### src/rtl/qcd_pkg.sv
// Shared types and constants for the quad channel quadrature decoder.
// Holds the operation codes, the Gray-code step table and the stage structs.
// No dependencies.
`default_nettype none

package qcd_pkg;

	localparam int OP_W       = 2;
	localparam int CH_W       = 2;
	localparam int PHASE_W    = 2;
	localparam int STEP_W     = 2;
	localparam int POS_W      = 32;
	localparam int NUM_INVERT = 4;
	localparam int IN_TDATA_W  = 8;
	localparam int OUT_TDATA_W = 40;

	localparam logic [OP_W-1:0] OP_SAMPLE = 2'd0;
	localparam logic [OP_W-1:0] OP_RESET  = 2'd1;
	localparam logic [OP_W-1:0] OP_READ   = 2'd2;

	// Index is {old A/B pair, new A/B pair}; entries are signed steps.
	localparam logic [STEP_W-1:0] GRAY_STEP [16] = '{
		2'b00, 2'b01, 2'b11, 2'b00,
		2'b11, 2'b00, 2'b00, 2'b01,
		2'b01, 2'b00, 2'b00, 2'b11,
		2'b00, 2'b11, 2'b01, 2'b00
	};

	// Item context handed from the issue stage to the update logic.
	typedef struct packed {
		logic [OP_W-1:0]    op;
		logic [PHASE_W-1:0] phase;
		logic               impl;
		logic               inv;
	} ctx_t;

	// Update results that do not depend on the count width.
	typedef struct packed {
		logic                     wr_en;
		logic [PHASE_W-1:0]       new_phase;
		logic signed [STEP_W-1:0] step;
		logic signed [POS_W-1:0]  position;
	} upd_t;

endpackage

`default_nettype wire

### src/rtl/qcd_ram.sv
// Generic single-write, single-read synchronous RAM with a registered read.
// Stand-alone; used for the per-channel state store.
`default_nettype none

module qcd_ram #(
	parameter int WIDTH = 34,
	parameter int DEPTH = 4
) (
	input  wire                                   clk,
	input  wire                                   we,
	input  wire  [(DEPTH > 1 ? $clog2(DEPTH) : 1)-1:0] waddr,
	input  wire  [WIDTH-1:0]                      wdata,
	input  wire                                   re,
	input  wire  [(DEPTH > 1 ? $clog2(DEPTH) : 1)-1:0] raddr,
	output logic [WIDTH-1:0]                      rdata
);

	logic [WIDTH-1:0] mem_q [DEPTH];

	always_ff @(posedge clk) begin
		if (we) begin
			mem_q[waddr] <= wdata;
		end
		if (re) begin
			rdata <= mem_q[raddr];
		end
	end

endmodule

`default_nettype wire

### src/rtl/qcd_update.sv
// Read-modify-write logic for one channel entry: Gray-code step lookup,
// count update and signed position output. Depends on qcd_pkg.
`default_nettype none

module qcd_update #(
	parameter int COUNT_WIDTH = 32
) (
	input  wire qcd_pkg::ctx_t                ctx,
	input  wire  [COUNT_WIDTH-1:0]            cur_count,
	input  wire  [qcd_pkg::PHASE_W-1:0]       cur_phase,
	output logic [COUNT_WIDTH-1:0]            new_count,
	output qcd_pkg::upd_t                     upd
);

	logic [qcd_pkg::STEP_W-1:0]       tbl_step;
	logic [qcd_pkg::STEP_W-1:0]       step_raw;
	logic                             wr_en;
	logic signed [qcd_pkg::POS_W-1:0] pos_raw;

	assign tbl_step = qcd_pkg::GRAY_STEP[{cur_phase, ctx.phase}];

	always_comb begin
		step_raw  = '0;
		new_count = cur_count;
		wr_en     = 1'b0;
		case (ctx.op)
			qcd_pkg::OP_SAMPLE: begin
				step_raw  = tbl_step;
				new_count = cur_count
					+ {{(COUNT_WIDTH-qcd_pkg::STEP_W){tbl_step[1]}}, tbl_step};
				wr_en     = ctx.impl;
			end
			qcd_pkg::OP_RESET: begin
				new_count = '0;
				wr_en     = ctx.impl;
			end
			default: begin
				wr_en = 1'b0;
			end
		endcase
	end

	assign pos_raw = qcd_pkg::POS_W'(signed'(new_count));

	always_comb begin
		upd.wr_en     = wr_en;
		upd.new_phase = ctx.phase;
		if (!ctx.impl) begin
			upd.step     = '0;
			upd.position = '0;
		end else begin
			upd.step     = step_raw;
			upd.position = ctx.inv ? -pos_raw : pos_raw;
		end
	end

endmodule

`default_nettype wire

### src/rtl/quad_channel_quadrature_decoder.sv
// Four-channel x4 quadrature decoder: streaming input and output channels,
// per-channel state held in a synchronous RAM. Depends on qcd_pkg,
// qcd_ram and qcd_update.
//
// Usage:
// Each input transaction on s_axis carries an operation, a channel index and
// that channel's current A/B phase pair. A sample adds the Gray-code step
// (+1, -1 or 0) to the channel count, a reset clears the count, a read only
// reports. Every input transaction yields exactly one output transaction on
// m_axis with the position (negated when that channel's invert register is
// set) and the step applied. Channels at or above CHANNELS report zero.
// Throughput is one transaction per cycle unless the receiver stalls: the
// state RAM is read at acceptance and written back as the item leaves the
// update stage, and a write to the channel read in the same cycle is
// forwarded, so consecutive items on one channel need no bubble. On a
// receiver stall the result waits in the output register, one more item
// enters the update stage and s_axis_tready drops until the output drains.
// Reset clears the invert registers, the pipeline valids and the
// per-channel valid bits, so every channel reads as count zero and phase
// pair zero until first written. The user writes the invert registers via
// cfg_we/cfg_index/cfg_data only while idle; the block never enforces it.
`default_nettype none

module quad_channel_quadrature_decoder #(
	parameter int CHANNELS    = 4,
	parameter int COUNT_WIDTH = 32
) (
	input  wire                                 clk,
	input  wire                                 arst_n,
	input  wire                                 s_axis_tvalid,
	output logic                                s_axis_tready,
	// [1:0] operation, [3:2] channel, [5:4] phase_ab, [7:6] zero
	input  wire  [qcd_pkg::IN_TDATA_W-1:0]      s_axis_tdata,
	output logic                                m_axis_tvalid,
	input  wire                                 m_axis_tready,
	// [31:0] position, [33:32] step, [39:34] zero
	output logic [qcd_pkg::OUT_TDATA_W-1:0]     m_axis_tdata,
	input  wire                                 cfg_we,
	input  wire  [1:0]                          cfg_index,
	input  wire  [0:0]                          cfg_data
);

	localparam int AW = (CHANNELS > 1) ? $clog2(CHANNELS) : 1;
	localparam int EW = COUNT_WIDTH + qcd_pkg::PHASE_W;

	// Input field split.
	logic [qcd_pkg::OP_W-1:0]    in_op;
	logic [qcd_pkg::CH_W-1:0]    in_ch;
	logic [qcd_pkg::PHASE_W-1:0] in_phase;
	logic [AW+1:0]               in_ch_ext;
	logic [AW-1:0]               in_addr;
	logic                        in_impl;
	logic                        s_acc;

	assign in_op     = s_axis_tdata[1:0];
	assign in_ch     = s_axis_tdata[3:2];
	assign in_phase  = s_axis_tdata[5:4];
	assign in_ch_ext = {{AW{1'b0}}, in_ch};
	assign in_addr   = in_ch_ext[AW-1:0];
	assign in_impl   = (32'(in_ch) < CHANNELS);
	assign s_acc     = s_axis_tvalid && s_axis_tready;

	// Invert registers.
	logic [qcd_pkg::NUM_INVERT-1:0] inv_q;

	always_ff @(posedge clk or negedge arst_n) begin
		if (!arst_n) begin
			inv_q <= '0;
		end else if (cfg_we) begin
			inv_q[cfg_index] <= cfg_data[0];
		end
	end

	// Update stage registers.
	logic                        vld_s1;
	logic [qcd_pkg::OP_W-1:0]    op_s1;
	logic [qcd_pkg::CH_W-1:0]    ch_s1;
	logic [qcd_pkg::PHASE_W-1:0] phase_s1;
	logic                        impl_s1;
	logic                        fwd_s1;
	logic [EW-1:0]               fwd_ent_s1;
	logic                        ok_s1;

	logic                        s1_adv;
	logic [AW+1:0]               s1_ch_ext;
	logic [AW-1:0]               s1_addr;

	// Write-back port and per-entry valid bits.
	logic                        ram_we;
	logic [EW-1:0]               ram_wdata;
	logic [EW-1:0]               ram_rdata;
	logic [(2**AW)-1:0]          ent_vld_q;

	// Update results.
	qcd_pkg::ctx_t               ctx;
	qcd_pkg::upd_t               upd;
	logic [EW-1:0]               cur_ent;
	logic [COUNT_WIDTH-1:0]      new_count;

	// Output register.
	logic                        m_vld_q;
	logic signed [qcd_pkg::POS_W-1:0]  pos_q;
	logic signed [qcd_pkg::STEP_W-1:0] step_q;

	assign s1_adv        = vld_s1 && (!m_vld_q || m_axis_tready);
	assign s_axis_tready = !vld_s1 || s1_adv;
	assign s1_ch_ext     = {{AW{1'b0}}, ch_s1};
	assign s1_addr       = s1_ch_ext[AW-1:0];

	always_ff @(posedge clk or negedge arst_n) begin
		if (!arst_n) begin
			vld_s1 <= 1'b0;
		end else if (s_acc) begin
			vld_s1 <= 1'b1;
		end else if (s1_adv) begin
			vld_s1 <= 1'b0;
		end
	end

	// The RAM read issued at acceptance misses a write-back landing on the
	// same entry in that cycle, so that write is captured for forwarding.
	always_ff @(posedge clk) begin
		if (s_acc) begin
			op_s1      <= in_op;
			ch_s1      <= in_ch;
			phase_s1   <= in_phase;
			impl_s1    <= in_impl;
			fwd_s1     <= ram_we && (s1_addr == in_addr);
			fwd_ent_s1 <= ram_wdata;
			ok_s1      <= ent_vld_q[in_addr];
		end
	end

	qcd_ram #(
		.WIDTH(EW),
		.DEPTH(CHANNELS)
	) u_state_ram (
		.clk   (clk),
		.we    (ram_we),
		.waddr (s1_addr),
		.wdata (ram_wdata),
		.re    (s_acc && in_impl),
		.raddr (in_addr),
		.rdata (ram_rdata)
	);

	// An entry never written reads as count zero, phase pair zero.
	assign cur_ent = fwd_s1 ? fwd_ent_s1 : (ok_s1 ? ram_rdata : '0);

	assign ctx = '{op: op_s1, phase: phase_s1, impl: impl_s1, inv: inv_q[ch_s1]};

	qcd_update #(
		.COUNT_WIDTH(COUNT_WIDTH)
	) u_update (
		.ctx       (ctx),
		.cur_count (cur_ent[COUNT_WIDTH-1:0]),
		.cur_phase (cur_ent[EW-1:COUNT_WIDTH]),
		.new_count (new_count),
		.upd       (upd)
	);

	assign ram_we    = s1_adv && upd.wr_en;
	assign ram_wdata = {upd.new_phase, new_count};

	always_ff @(posedge clk or negedge arst_n) begin
		if (!arst_n) begin
			ent_vld_q <= '0;
		end else if (ram_we) begin
			ent_vld_q[s1_addr] <= 1'b1;
		end
	end

	always_ff @(posedge clk or negedge arst_n) begin
		if (!arst_n) begin
			m_vld_q <= 1'b0;
		end else if (s1_adv) begin
			m_vld_q <= 1'b1;
		end else if (m_axis_tready) begin
			m_vld_q <= 1'b0;
		end
	end

	always_ff @(posedge clk) begin
		if (s1_adv) begin
			pos_q  <= upd.position;
			step_q <= upd.step;
		end
	end

	assign m_axis_tvalid = m_vld_q;
	assign m_axis_tdata  = {6'd0, step_q, pos_q};

	// Input back-pressure only arises with both stages full and a stalled sink.
	assert property (@(posedge clk) disable iff (!arst_n)
		!s_axis_tready |-> (vld_s1 && m_vld_q && !m_axis_tready))
		else $error("input stalled without a full pipeline");

	// A write-back to the entry being read must be forwarded to the next item.
	assert property (@(posedge clk) disable iff (!arst_n)
		(s_acc && ram_we && (s1_addr == in_addr)) |=> fwd_s1)
		else $error("same-entry write-back not forwarded");

	// A channel reset always stores a zero count.
	assert property (@(posedge clk) disable iff (!arst_n)
		(ram_we && (op_s1 == qcd_pkg::OP_RESET)) |-> (new_count == '0))
		else $error("channel reset wrote a nonzero count");

	// Only sample and reset operations on implemented channels write state.
	assert property (@(posedge clk) disable iff (!arst_n)
		ram_we |-> (impl_s1
			&& (op_s1 == qcd_pkg::OP_SAMPLE || op_s1 == qcd_pkg::OP_RESET)))
		else $error("state written by a read or an absent channel");

endmodule

`default_nettype wire
### config.mk
export PLATFORM = sky130hd
export DESIGN_NAME = quad_channel_quadrature_decoder
export DESIGN_NICKNAME = d
export VERILOG_FILES = /design/src/rtl/qcd_pkg.sv /design/src/rtl/qcd_ram.sv /design/src/rtl/qcd_update.sv /design/src/rtl/quad_channel_quadrature_decoder.sv
export SDC_FILE = /design/constraint.sdc
export NUM_CORES = 1
export LEC_CHECK = 0
export ABC_AREA = 0
export BUFFER_PORTS_ARGS = -buffer_cell sky130_fd_sc_hd__buf_2
export CAP_MARGIN = 25
export CORE_MARGIN = 4
export CORE_UTILIZATION = 35
export DETAILED_ROUTE_END_ITERATION = 10
export PLACE_DENSITY = 0.58
export SLEW_MARGIN = 30
export SYNTH_ARGS = -nofsm -noshare
export SYNTH_HDL_FRONTEND = slang
export SYNTH_SLANG_ARGS = --single-unit
### constraint.sdc
create_clock -name clk -period 10.61 [get_ports clk]
set_input_delay 0 -clock clk [delete_from_list [all_inputs] [get_ports clk]]
set_output_delay 0 -clock clk [all_outputs]
set_load 0.05 [all_outputs]
Word level (Yosys, flattened, before mapping)
Memory sizes are Yosys's and may differ from the RTL's. A register that Yosys moved wholly into a read port is not among the register bits.
Cells that the tools add are included.
{"block": "op_classes", "addsub": 2, "n_mul": 0, "n_div": 0, "n_lt_le_gt_ge": 6, "n_eq_ne": 2, "shifts": 0, "n_mux": 22, "n_bitwise": 2, "n_reduce_logical": 14}
{"operator": "$mux W34", "count": 2}
{"operator": "$pmux W32 S2", "count": 1}
{"operator": "$add A32 B32 Y32", "count": 1}
{"operator": "$mux W32", "count": 1}
{"operator": "$neg A32 Y32", "count": 1}
{"operator": "$mux W1", "count": 11}
{"operator": "$lt A2 B3 Y1 const B", "count": 3}
{"operator": "$logic_and A1 B1 Y1", "count": 6}
{"operator": "$ge A5 B5 Y1 const B", "count": 1}
{"operator": "$not A4 Y5", "count": 1}
{"operator": "$bmux W1 S2", "count": 2}
{"operator": "$bwmux W4", "count": 1}
{"operator": "$demux W1 S2", "count": 2}
{"operator": "$ge A2 B1 Y1 const B", "count": 2}
{"operator": "$mux W2", "count": 2}
{"operator": "$or A4 B4 Y4", "count": 1}
{"operator": "$reduce_bool A2 Y1", "count": 2}
{"operator": "$eq A2 B1 Y1 const B", "count": 1}
{"operator": "$eq A2 B2 Y1", "count": 1}
{"operator": "$logic_not A1 Y1", "count": 2}
{"operator": "$logic_not A2 Y1", "count": 1}
{"operator": "$logic_or A1 B1 Y1", "count": 2}
{"operator": "$reduce_or A2 Y1", "count": 1}
{"block": "totals", "register_bits": 86, "latchBits": 0, "mem_bits_rw": 136, "romBits": 32, "in_bits": 16, "output_inout_bits": 42, "elab_cells": 62, "memories": 2}
{"memory": "u_state_ram.mem_q", "words": 4, "word_bits": 34, "rd": 1, "rd_clocked_by_memory_dff": 1, "wr": 1, "line_no": "qcd_ram.sv:18", "text": "logic [WIDTH-1:0] mem_q [DEPTH];"}
{"memory": "(no name shown)", "words": 16, "word_bits": 2, "rd": 1, "rd_clocked_by_memory_dff": 0, "wr": 0, "line_no": "qcd_update.sv:20", "text": "assign tbl_step = qcd_pkg::GRAY_STEP[{cur_phase, ctx.phase}];"}

Depth between registers and ports, before layout
Gate-level depths: netlist of the first run.
{"block": "depth", "ltp_word": 10, "ltp_mapped": 23, "mapped_depth_nobuf": 17}

By module
Synthesis of the first run repeated with hierarchy kept, for this count alone.
{"block": "hier_totals", "cells_unflattened": 950, "area_unflattened_um2": 13102.6}
{"mod": "qcd_ram", "n_inst": 1, "cells_each": 216, "area_per_inst_um2": 6007.0, "seq_area_each_um2": 5104.9}
{"mod": "qcd_update", "n_inst": 1, "cells_each": 563, "area_per_inst_um2": 3838.7, "seq_area_each_um2": 0.0}
{"mod": "quad_channel_quadrature_decoder", "n_inst": 1, "cells_each": 171, "area_per_inst_um2": 3256.9, "seq_area_each_um2": 2532.4}

Least setup slack after synthesis of the first run
No wires, ideal clock.
{"block": "synth_path", "kind": "register -> register", "from": "register fwd_s1", "to": "register pos_q[31] (netlist bit), data pin", "t_arrival_ns": 5.404, "slack_ns": 4.944, "path_stages_with_launch": 20, "path_buffers": 3, "period_less_slack_ns": 5.666, "path_cell_list": "edfxtp_1 > buf_2 > nor2b_1 > clkbuf_1 > clkbuf_1 > a22oi_1 > mux2_2 > o21ai_1 > inv_1 > ha_1 > nand2b_1 > a211oi_2 > o21ai_1 > a31oi_1 > mux2i_1 > nand4_1 > or4b_4 > or3_4 > o41ai_2 > xnor2_1"}
{"block": "synth_via", "elab_chain_cells": 9}
{"element": "start: declaration", "line_no": "quad_channel_quadrature_decoder.sv:80", "text": "logic fwd_s1;"}
{"element": "start signal: assignment", "line_no": "quad_channel_quadrature_decoder.sv:128", "text": "fwd_s1 <= ram_we && (s1_addr == in_addr);"}
{"element": "$mux W34 (*)", "line_no": "quad_channel_quadrature_decoder.sv:148", "text": "assign cur_ent = fwd_s1 ? fwd_ent_s1 : (ok_s1 ? ram_rdata : '0);"}
{"element": "$not A4 Y5 (implied by the code) (*)", "line_no": "qcd_update.sv:20"}
{"element": "$mem_v2 Z16 W2 (*)"}
{"element": "$mux W2 (implied by the code) (*) (2 in series)", "line_no": "qcd_update.sv:20"}
{"element": "net u_update.tbl_step (one bit)", "line_no": "qcd_update.sv:15", "text": "logic [qcd_pkg::STEP_W-1:0] tbl_step;"}
{"element": "$add A32 B32 Y32 (*)", "line_no": "qcd_update.sv:30", "text": "+ {{(COUNT_WIDTH-qcd_pkg::STEP_W){tbl_step[1]}}, tbl_step};"}
{"element": "$pmux W32 S2 (*)", "line_no": "qcd_update.sv:26", "text": "case (ctx.op)"}
{"element": "$neg A32 Y32", "line_no": "qcd_update.sv:53", "text": "upd.position = ctx.inv ? -pos_raw : pos_raw;"}
{"element": "$mux W32 (*)", "line_no": "qcd_update.sv:53"}
{"element": "end signal: assignment", "line_no": "quad_channel_quadrature_decoder.sv:185", "text": "pos_q <= upd.position;"}
{"element": "end: declaration", "line_no": "quad_channel_quadrature_decoder.sv:102", "text": "logic signed [qcd_pkg::POS_W-1:0] pos_q;"}
The timed path passes the listed nets; every way through them passes the cells marked *. The select of a mux whose other input is x is not followed.
A chain may end at the register's enable or synchronous reset.

Worst setup path after layout of the first run
{"block": "layout_path", "from": "register fwd_s1", "to": "register pos_q[26] (netlist bit), data pin"}
The elaborated chain is that of the path after synthesis.

==> results of run 1 <==
[sequential cells by signal, summed over array words and instances (netlist names), 4 cells and up]
| signal | flops |
|---|---|
| inv_q | 4 |
| u_state_ram.rdata | 34 |
| ent_vld_q | 4 |
| u_state_ram.mem_q | 136 |
| pos_q | 32 |
| fwd_ent_s1 | 34 |
[metal layers]
metal | track usage | vias up | share of wire
met1 | 0.198 | 3847 | 0.45
met5 | 0 | - | 0
li1 | - | 3561 | -
met4 | 0.0354 | 0 | 0.019
met3 | 0.0196 | 40 | 0.044
met2 | 0.241 | 161 | 0.49
[power breakdown]
part / switching [mW] / internal [mW] / total [mW]
logic: 0.470 / 0.224 / 0.694
registers: 0.0224 / 1.24 / 1.26
clock network: 0.361 / 0.504 / 0.865
[cell type report]
class / instances / share of cell area
timing repair buffer: 82 / 0.0382
inverter: 20 / 0.00535
clock buffer: 31 / 0.0462
multi-input combinational: 549 / 0.316
sequential: 256 / 0.544
tap: 455 / 0.0405
clock inverter: 14 / 0.0101
[stage by stage]
stage | utilization | setup WS (ps) | power (mW) | hold WS [ps] | area (um^2)
5_1_grt | 0.405 | 3700 | 2.96 | 150 | 14000
2_1_floorplan | - | 4940 | 1.80 | -296 | 12400
3_5_place_dp | 0.377 | 4100 | 1.97 | -126 | 13100
3_3_place_gp | 0.377 | 4210 | 1.96 | -130 | 13100
6_report | 0.405 | 4140 | 2.82 | 137 | 14000
4_1_cts | 0.404 | 4100 | 2.84 | 136 | 14000
[cells in the mapped netlist, types with 4 or more instances]
cell type,number
a22o_1,35
o21bai_1,4
a31oi_1,7
and3_1,4
nor2_1,36
buf_1,6
a211o_1,6
o21a_1,5
xor2_1,9
nand2b_1,9
buf_2,5
buf_4,7
nand4_1,12
mux2_2,6
and4_1,4
mux2i_1,5
buf_6,5
or3_1,7
o211ai_1,5
a21oi_1,45
nand3_1,19
inv_1,20
nor3_1,19
edfxtp_1,246
o31ai_1,14
mux4_2,35
or2_2,8
o21ai_0,30
dfrtp_1,10
nand2_1,53
clkbuf_1,22
a211oi_1,5
and2_1,4
ha_1,36
xnor2_1,33
nor3b_1,4
o21ai_1,6
a21o_1,14
[worst max-delay path by stage]
stage                 from   endpoint  slack (ps)  cells after the start
floorplan           fwd_s1  pos_q[31]        4940                     19
global placement    fwd_s1  pos_q[26]        4210                     19
detailed placement  fwd_s1  pos_q[26]        4100                     19
CTS                 fwd_s1  pos_q[26]        4100                     19
global route        fwd_s1  pos_q[26]        3700                     19
finish              fwd_s1  pos_q[26]        4140                     19
[cell families (layout without fill, tap and decap cells)]
family          count (synthesis)  after routing  share of synthesized area
compound gates                211            211                      0.122
other cells                     1              6                   0.000304
buf+inv                        68            147                     0.0277
mux                            46             46                     0.0733
flops                         256            256                      0.618
fa+ha+maj                      37             37                     0.0381
simple gates                  207            207                     0.0900
xor+xnor                       42             42                     0.0298
[critical path: cells and delay by family, from the launching register on]
| family | cells | cell delay, ps |
|---|---|---|
| simple gates | 7 | 2320 |
| compound gates | 5 | 1440 |
| buf+inv | 4 | 1130 |
| fa+ha+maj | 1 | 480 |
| mux | 1 | 380 |
| flops | 1 | 320 |
| xor+xnor | 1 | 110 |
[repair_timing]
action,in CTS,in global routing
hold buffers,16,0
hold endpoints to repair,20,0
setup buffers,0,0
==> impl_metrics.csv, run 1 <==
group,metric,value,unit
setup_path,max_stage_delay,600,ps
sta,worst_pin_slew,967,ps
sta,finalSetupTns,0,ps
yosys,synth_area,12400,um^2
power_and_ir_drop,p_leak,4.95,nW
global_route,overflow,0,
power_and_ir_drop,vdd_ir_drop_max,0.103,mV
setup_path,required,10890,ps
global_route,track_usage,0.143,
finish,fillers,3254,
yosys,ys_ff_latch,256,
setup_path,cp-end-kind,"flip-flop",
setup_path,crit_chain,"buf_4, nor2b_2, buf_4, a22oi_1, mux2_2, o21ai_1, buf_4, inv_1, ha_1, nand2b_1, a211oi_2, o211ai_1, and4_1, nor3_1, nand3_1, nor3_1, nand4_1, o31ai_1, xnor2_1",
sta,hold_viol_final,0,
sta,fmax,0.155,GHz
setup_path,r2r_cells,19,
hold_path,hold_depth,2,
sta,drv_slew,0,
yosys,ys_warn_count,0,
yosys,synth_area_leaders,"edfxtp_1 (60%), mux4_2 (6.4%), ha_1 (3.6%)",
place,dp.cells,1346,
sta,period_minus_slack,6470,ps
cts,clk_latency,540,ps
finish,mostFrequentLayoutCells,"edfxtp_1 (246), nand2_1 (53), buf_2 (49)",
finish,multi_input_area,4440,um^2
setup_path,crit_type,"flip-flop to flip-flop",
finish,syn2layout_area_growth,13.7,%
sta,fin_crit_sh,0.609,
yosys,syn_inst,868,
setup_path,cpMaxStageDelayCell,"nor3_1",
setup_path,crit_path_max_fanout,36,
route,wl_per_cell,19.7,um
die,start_util,0.356,
cts,clockBufferDepth,3,
cts,cts.sinks,256,
die,io_pins,58,
power_and_ir_drop,powerDensity,201,nW/um^2
finish,fin_cells,1407,
sta,skew,15.6,ps
route,vias,7609,
yosys,avgSynthCellArea,14.2,um^2
yosys,yosysUniqueCellTypes,86,
yosys,synth_edf_count,246,
cts,cts_tree,"built",
yosys,synth_seq_area_share,0.618,
route,postRouteAntennaNets,0,
global_route,grt_antenna_before_repair,0,
setup_path,r2r_setup_slack,4140,ps
flow_run,max_cap_viol_count,0,
sta,rsz0062_at_grt,"no",
cts,cts.clk_slew.worst_paths,60,ps
finish,final_common_cell,"edfxtp_1",
sta,maxSlewHeadroom,0.348,
hold_path,hold_class,"input pin to flip-flop",
place,gp_congestion,0.860,
run_status,outcome,"completed",
finish,seqCellArea,7640,um^2
global_route,grt_max_degree,77,
sta,setup_viol,0,
setup_path,start_kind,"flip-flop",
route,first_pass_iters,5,
setup_path,cp_common_cell,"buf_4",
die,die-area,38400,um^2
route,routed_wl,27.8,mm
die,rows,68,
place,portBuffers,49,
finish,drive_gt1_frac,0.189,
yosys,synth_area_leader_cell,"edfxtp_1",
finish,nNetsFinal,987,
hold_path,whs_endpoint,"ch_s1[1]",
yosys,synth_top_area_share,0.598,
die,coreArea,34700,um^2
setup_path,arrival,6750,ps
cts,cts_resized,0,
setup_path,r2r_start,"fwd_s1",
route,drt-vias-per-instance,5.41,
setup_path,timing.rr.end,"pos_q[26]",
cts,cts_htree_levels,1,
finish,num_antenna_cells,0,
die,dieWidth,196,um
yosys,synthArstFlopShare,0.0391,
cts,cts-root-buf,"clkbuf_16",
global_route,grt_pass1_wl,43.8,mm
cts,cts_buffers,25,
route,post-route-drc-count,0,
yosys,synth_ff_type,"edfxtp_1",
die,die_h,196,um
place,dp_hpwl,17.2,mm
global_route,grt_pass1_vias,7686,
route,first_iter_violations,449,
hold_path,holdCritStartpoint,"s_axis_tdata[3]",
Power figures use the tool's default switching activity.
==> inputs of run 2 (changes only) <==
--- a/config.mk
+++ b/config.mk
@@ -11,7 +11,7 @@
 export CORE_MARGIN = 4
 export CORE_UTILIZATION = 35
 export DETAILED_ROUTE_END_ITERATION = 10
-export PLACE_DENSITY = 0.58
+export PLACE_DENSITY = 0.6
 export SLEW_MARGIN = 30
 export SYNTH_ARGS = -nofsm -noshare
 export SYNTH_HDL_FRONTEND = slang
==> constraint.sdc (replaced) <==
create_clock -name clk -period 5.94 [get_ports clk]
set_input_delay 0 -clock clk [delete_from_list [all_inputs] [get_ports clk]]
set_output_delay 0 -clock clk [all_outputs]
set_load 0.05 [all_outputs]
==> run 2 against run 1 <==
Critical path depth is 1 lower. Hold slack worse by 91 ps. Via count rose by 0.20%. Count of clock-buffer cells in the layout is 1 lower. Global-route usage rose by 0.40 points. Non-clock buffer count is 9 higher. Power up 81%. First-iteration DRC count up 33%. Critical path type unchanged. Critical endpoint is now pos_q[31]. Highest routed layer unchanged.
==> impl_metrics.csv, run 2 (synthesized netlist as in run 1, its figures left out) <==
group,metric,value,unit
hold_path,hold_class,"input pin to flip-flop",
cts,post_cts_buffers,0,
cts,clockBufferDepth,3,
finish,final_util,0.408,
setup_path,arrival,5670,ps
global_route,grt_antenna_before_repair,0,
setup_path,timing.rr.end,"pos_q[31]",
die,start_util,0.356,
sta,maxSlewHeadroom,0.349,
setup_path,cp-end-kind,"flip-flop",
place,place_area,13200,um^2
sta,finalSetupTns,0,ps
finish,syn2layout_area_growth,14.6,%
sta,rsz0062_at_grt,"no",
finish,final_common_cell,"edfxtp_1",
cts,cts.clk_slew.worst_paths,60,ps
setup_path,r2r_setup_slack,550,ps
global_route,track_usage,0.147,
route,post-route-drc-count,0,
cts,cts.sinks,256,
sta,holdWs,46.4,ps
setup_path,crit_path_max_fanout,17,
die,io_pins,58,
sta,fin_crit_sh,0.907,
finish,top_register,"u_state_ram.mem_q",
route,postRouteAntennaNets,0,
place,portBuffers,49,
global_route,grt_pass1_wl,45.3,mm
power_and_ir_drop,vdd_ir_drop_max,0.190,mV
cts,cts_htree_levels,1,
sta,period_minus_slack,5390,ps
place,dp.cells,1355,
finish,drive_gt1_frac,0.196,
route,first_iter_violations,598,
die,dieWidth,196,um
power_and_ir_drop,p_leak,5.02,nW
cts,cts_buffers,26,
global_route,grt_max_degree,45,
setup_path,r2r_cells,18,
cts,cts-root-buf,"clkbuf_16",
place,post-place-ws,586,ps
die,coreArea,34700,um^2
setup_path,critPathLaunch,"ok_s1",
sta,fmax,0.186,GHz
flow_run,max_cap_viol_count,0,
finish,fin_cells,1416,
cts,clk_latency,530,ps
cts,cts_hold_buffers,16,
place,dp_hpwl,18.1,mm
die,die_h,196,um
power_and_ir_drop,powerDensity,361,nW/um^2
finish,largest_register_ffs,136,
run_status,outcome,"completed",
route,drt-vias-per-instance,5.38,
cts,cts_resized,0,
power_and_ir_drop,finalPower,5.11,mW
finish,mostFrequentLayoutCells,"edfxtp_1 (246), nand2_1 (53), buf_2 (48)",
setup_path,crit_end,"pos_q[31]",
setup_path,start_kind,"flip-flop",
finish,nNetsFinal,997,
finish,num_antenna_cells,0,
route,routed_wl,28.3,mm
finish,largest_registers,"u_state_ram.mem_q (136), fwd_ent_s1 (34), u_state_ram.rdata (34)",
sta,finalWorstSetupSlack,552,ps
route,vias,7624,
die,die-area,38400,um^2
global_route,grt_pass1_vias,7910,
route,wl_per_cell,20.0,um
sta,setup_viol,0,
sta,skew,22.6,ps
setup_path,r2r_start,"ok_s1",
sta,drv_slew,0,
route,first_pass_iters,6,
place,gp_congestion,0.893,
setup_path,required,6220,ps
finish,finalInstanceArea,14200,um^2
finish,fillers,3262,
global_route,overflow,0,
sta,hold_viol_final,0,
die,rows,68,
sta,worst_pin_slew,976,ps
setup_path,crit_type,"flip-flop to flip-flop",
cts,cts_tree,"built",
run 2: cell count changes in the layout (fill, tap and decap cells not counted), moves of 2 or more:
cell and delta:
buf_4 +10, clkbuf_1 -3, clkbuf_16 +2, o31ai_1 +2, o31ai_2 -2
run 2: how the worst min path moves through the flow:
stage	from	endpoint	slack, ps	depth (start not counted)
after floorplan	arst_n	ent_vld_q[0]	-300	0
after CTS	s_axis_tdata[3]	ch_s1[1]	40	1
after global placement	arst_n	ent_vld_q[2]	-130	1
after global routing	s_axis_tdata[3]	ch_s1[1]	50	1
final	s_axis_tdata[3]	ch_s1[1]	50	1
after detailed placement	arst_n	ent_vld_q[1]	-130	1
run 2: area by class of cell:
| cell class | count | area [um^2] | share of cell area |
|---|---|---|---|
| sequential | 256 | 7640 | 0.540 |
| multi-input combinational | 549 | 4430 | 0.313 |
| clock buffer | 30 | 687 | 0.0485 |
| timing repair buffer | 91 | 616 | 0.0435 |
| tap | 455 | 569 | 0.0402 |
| clock inverter | 15 | 141 | 0.00999 |
| inverter | 20 | 75.1 | 0.00530 |
run 2: per-layer routing:
layer	part of all wire	global-route usage	wire, um
met5	0	0	0
met4	0.021	0.0362	593
met3	0.040	0.0185	1140
met2	0.49	0.248	13800
met1	0.45	0.204	12700
run 2: report_power, final:
group	internal (mW)	switching [mW]
clock	0.948	0.647
combinational	0.413	0.852
sequential	2.21	0.0377
run 2: critical path: stages (launching register included):
cell and delay (ps):
edfxtp_1 390, nor2b_2 180, a22oi_1 320, mux2_2 380, o21ai_1 160, inv_1 60
buf_4 210, buf_4 230, ha_1 410, nand4_1 300, nor3_1 300, inv_1 70
a31oi_1 350, mux2i_1 240, nand4_1 160, or4b_4 580, or3_4 360, o41ai_2 330
xnor2_1 100
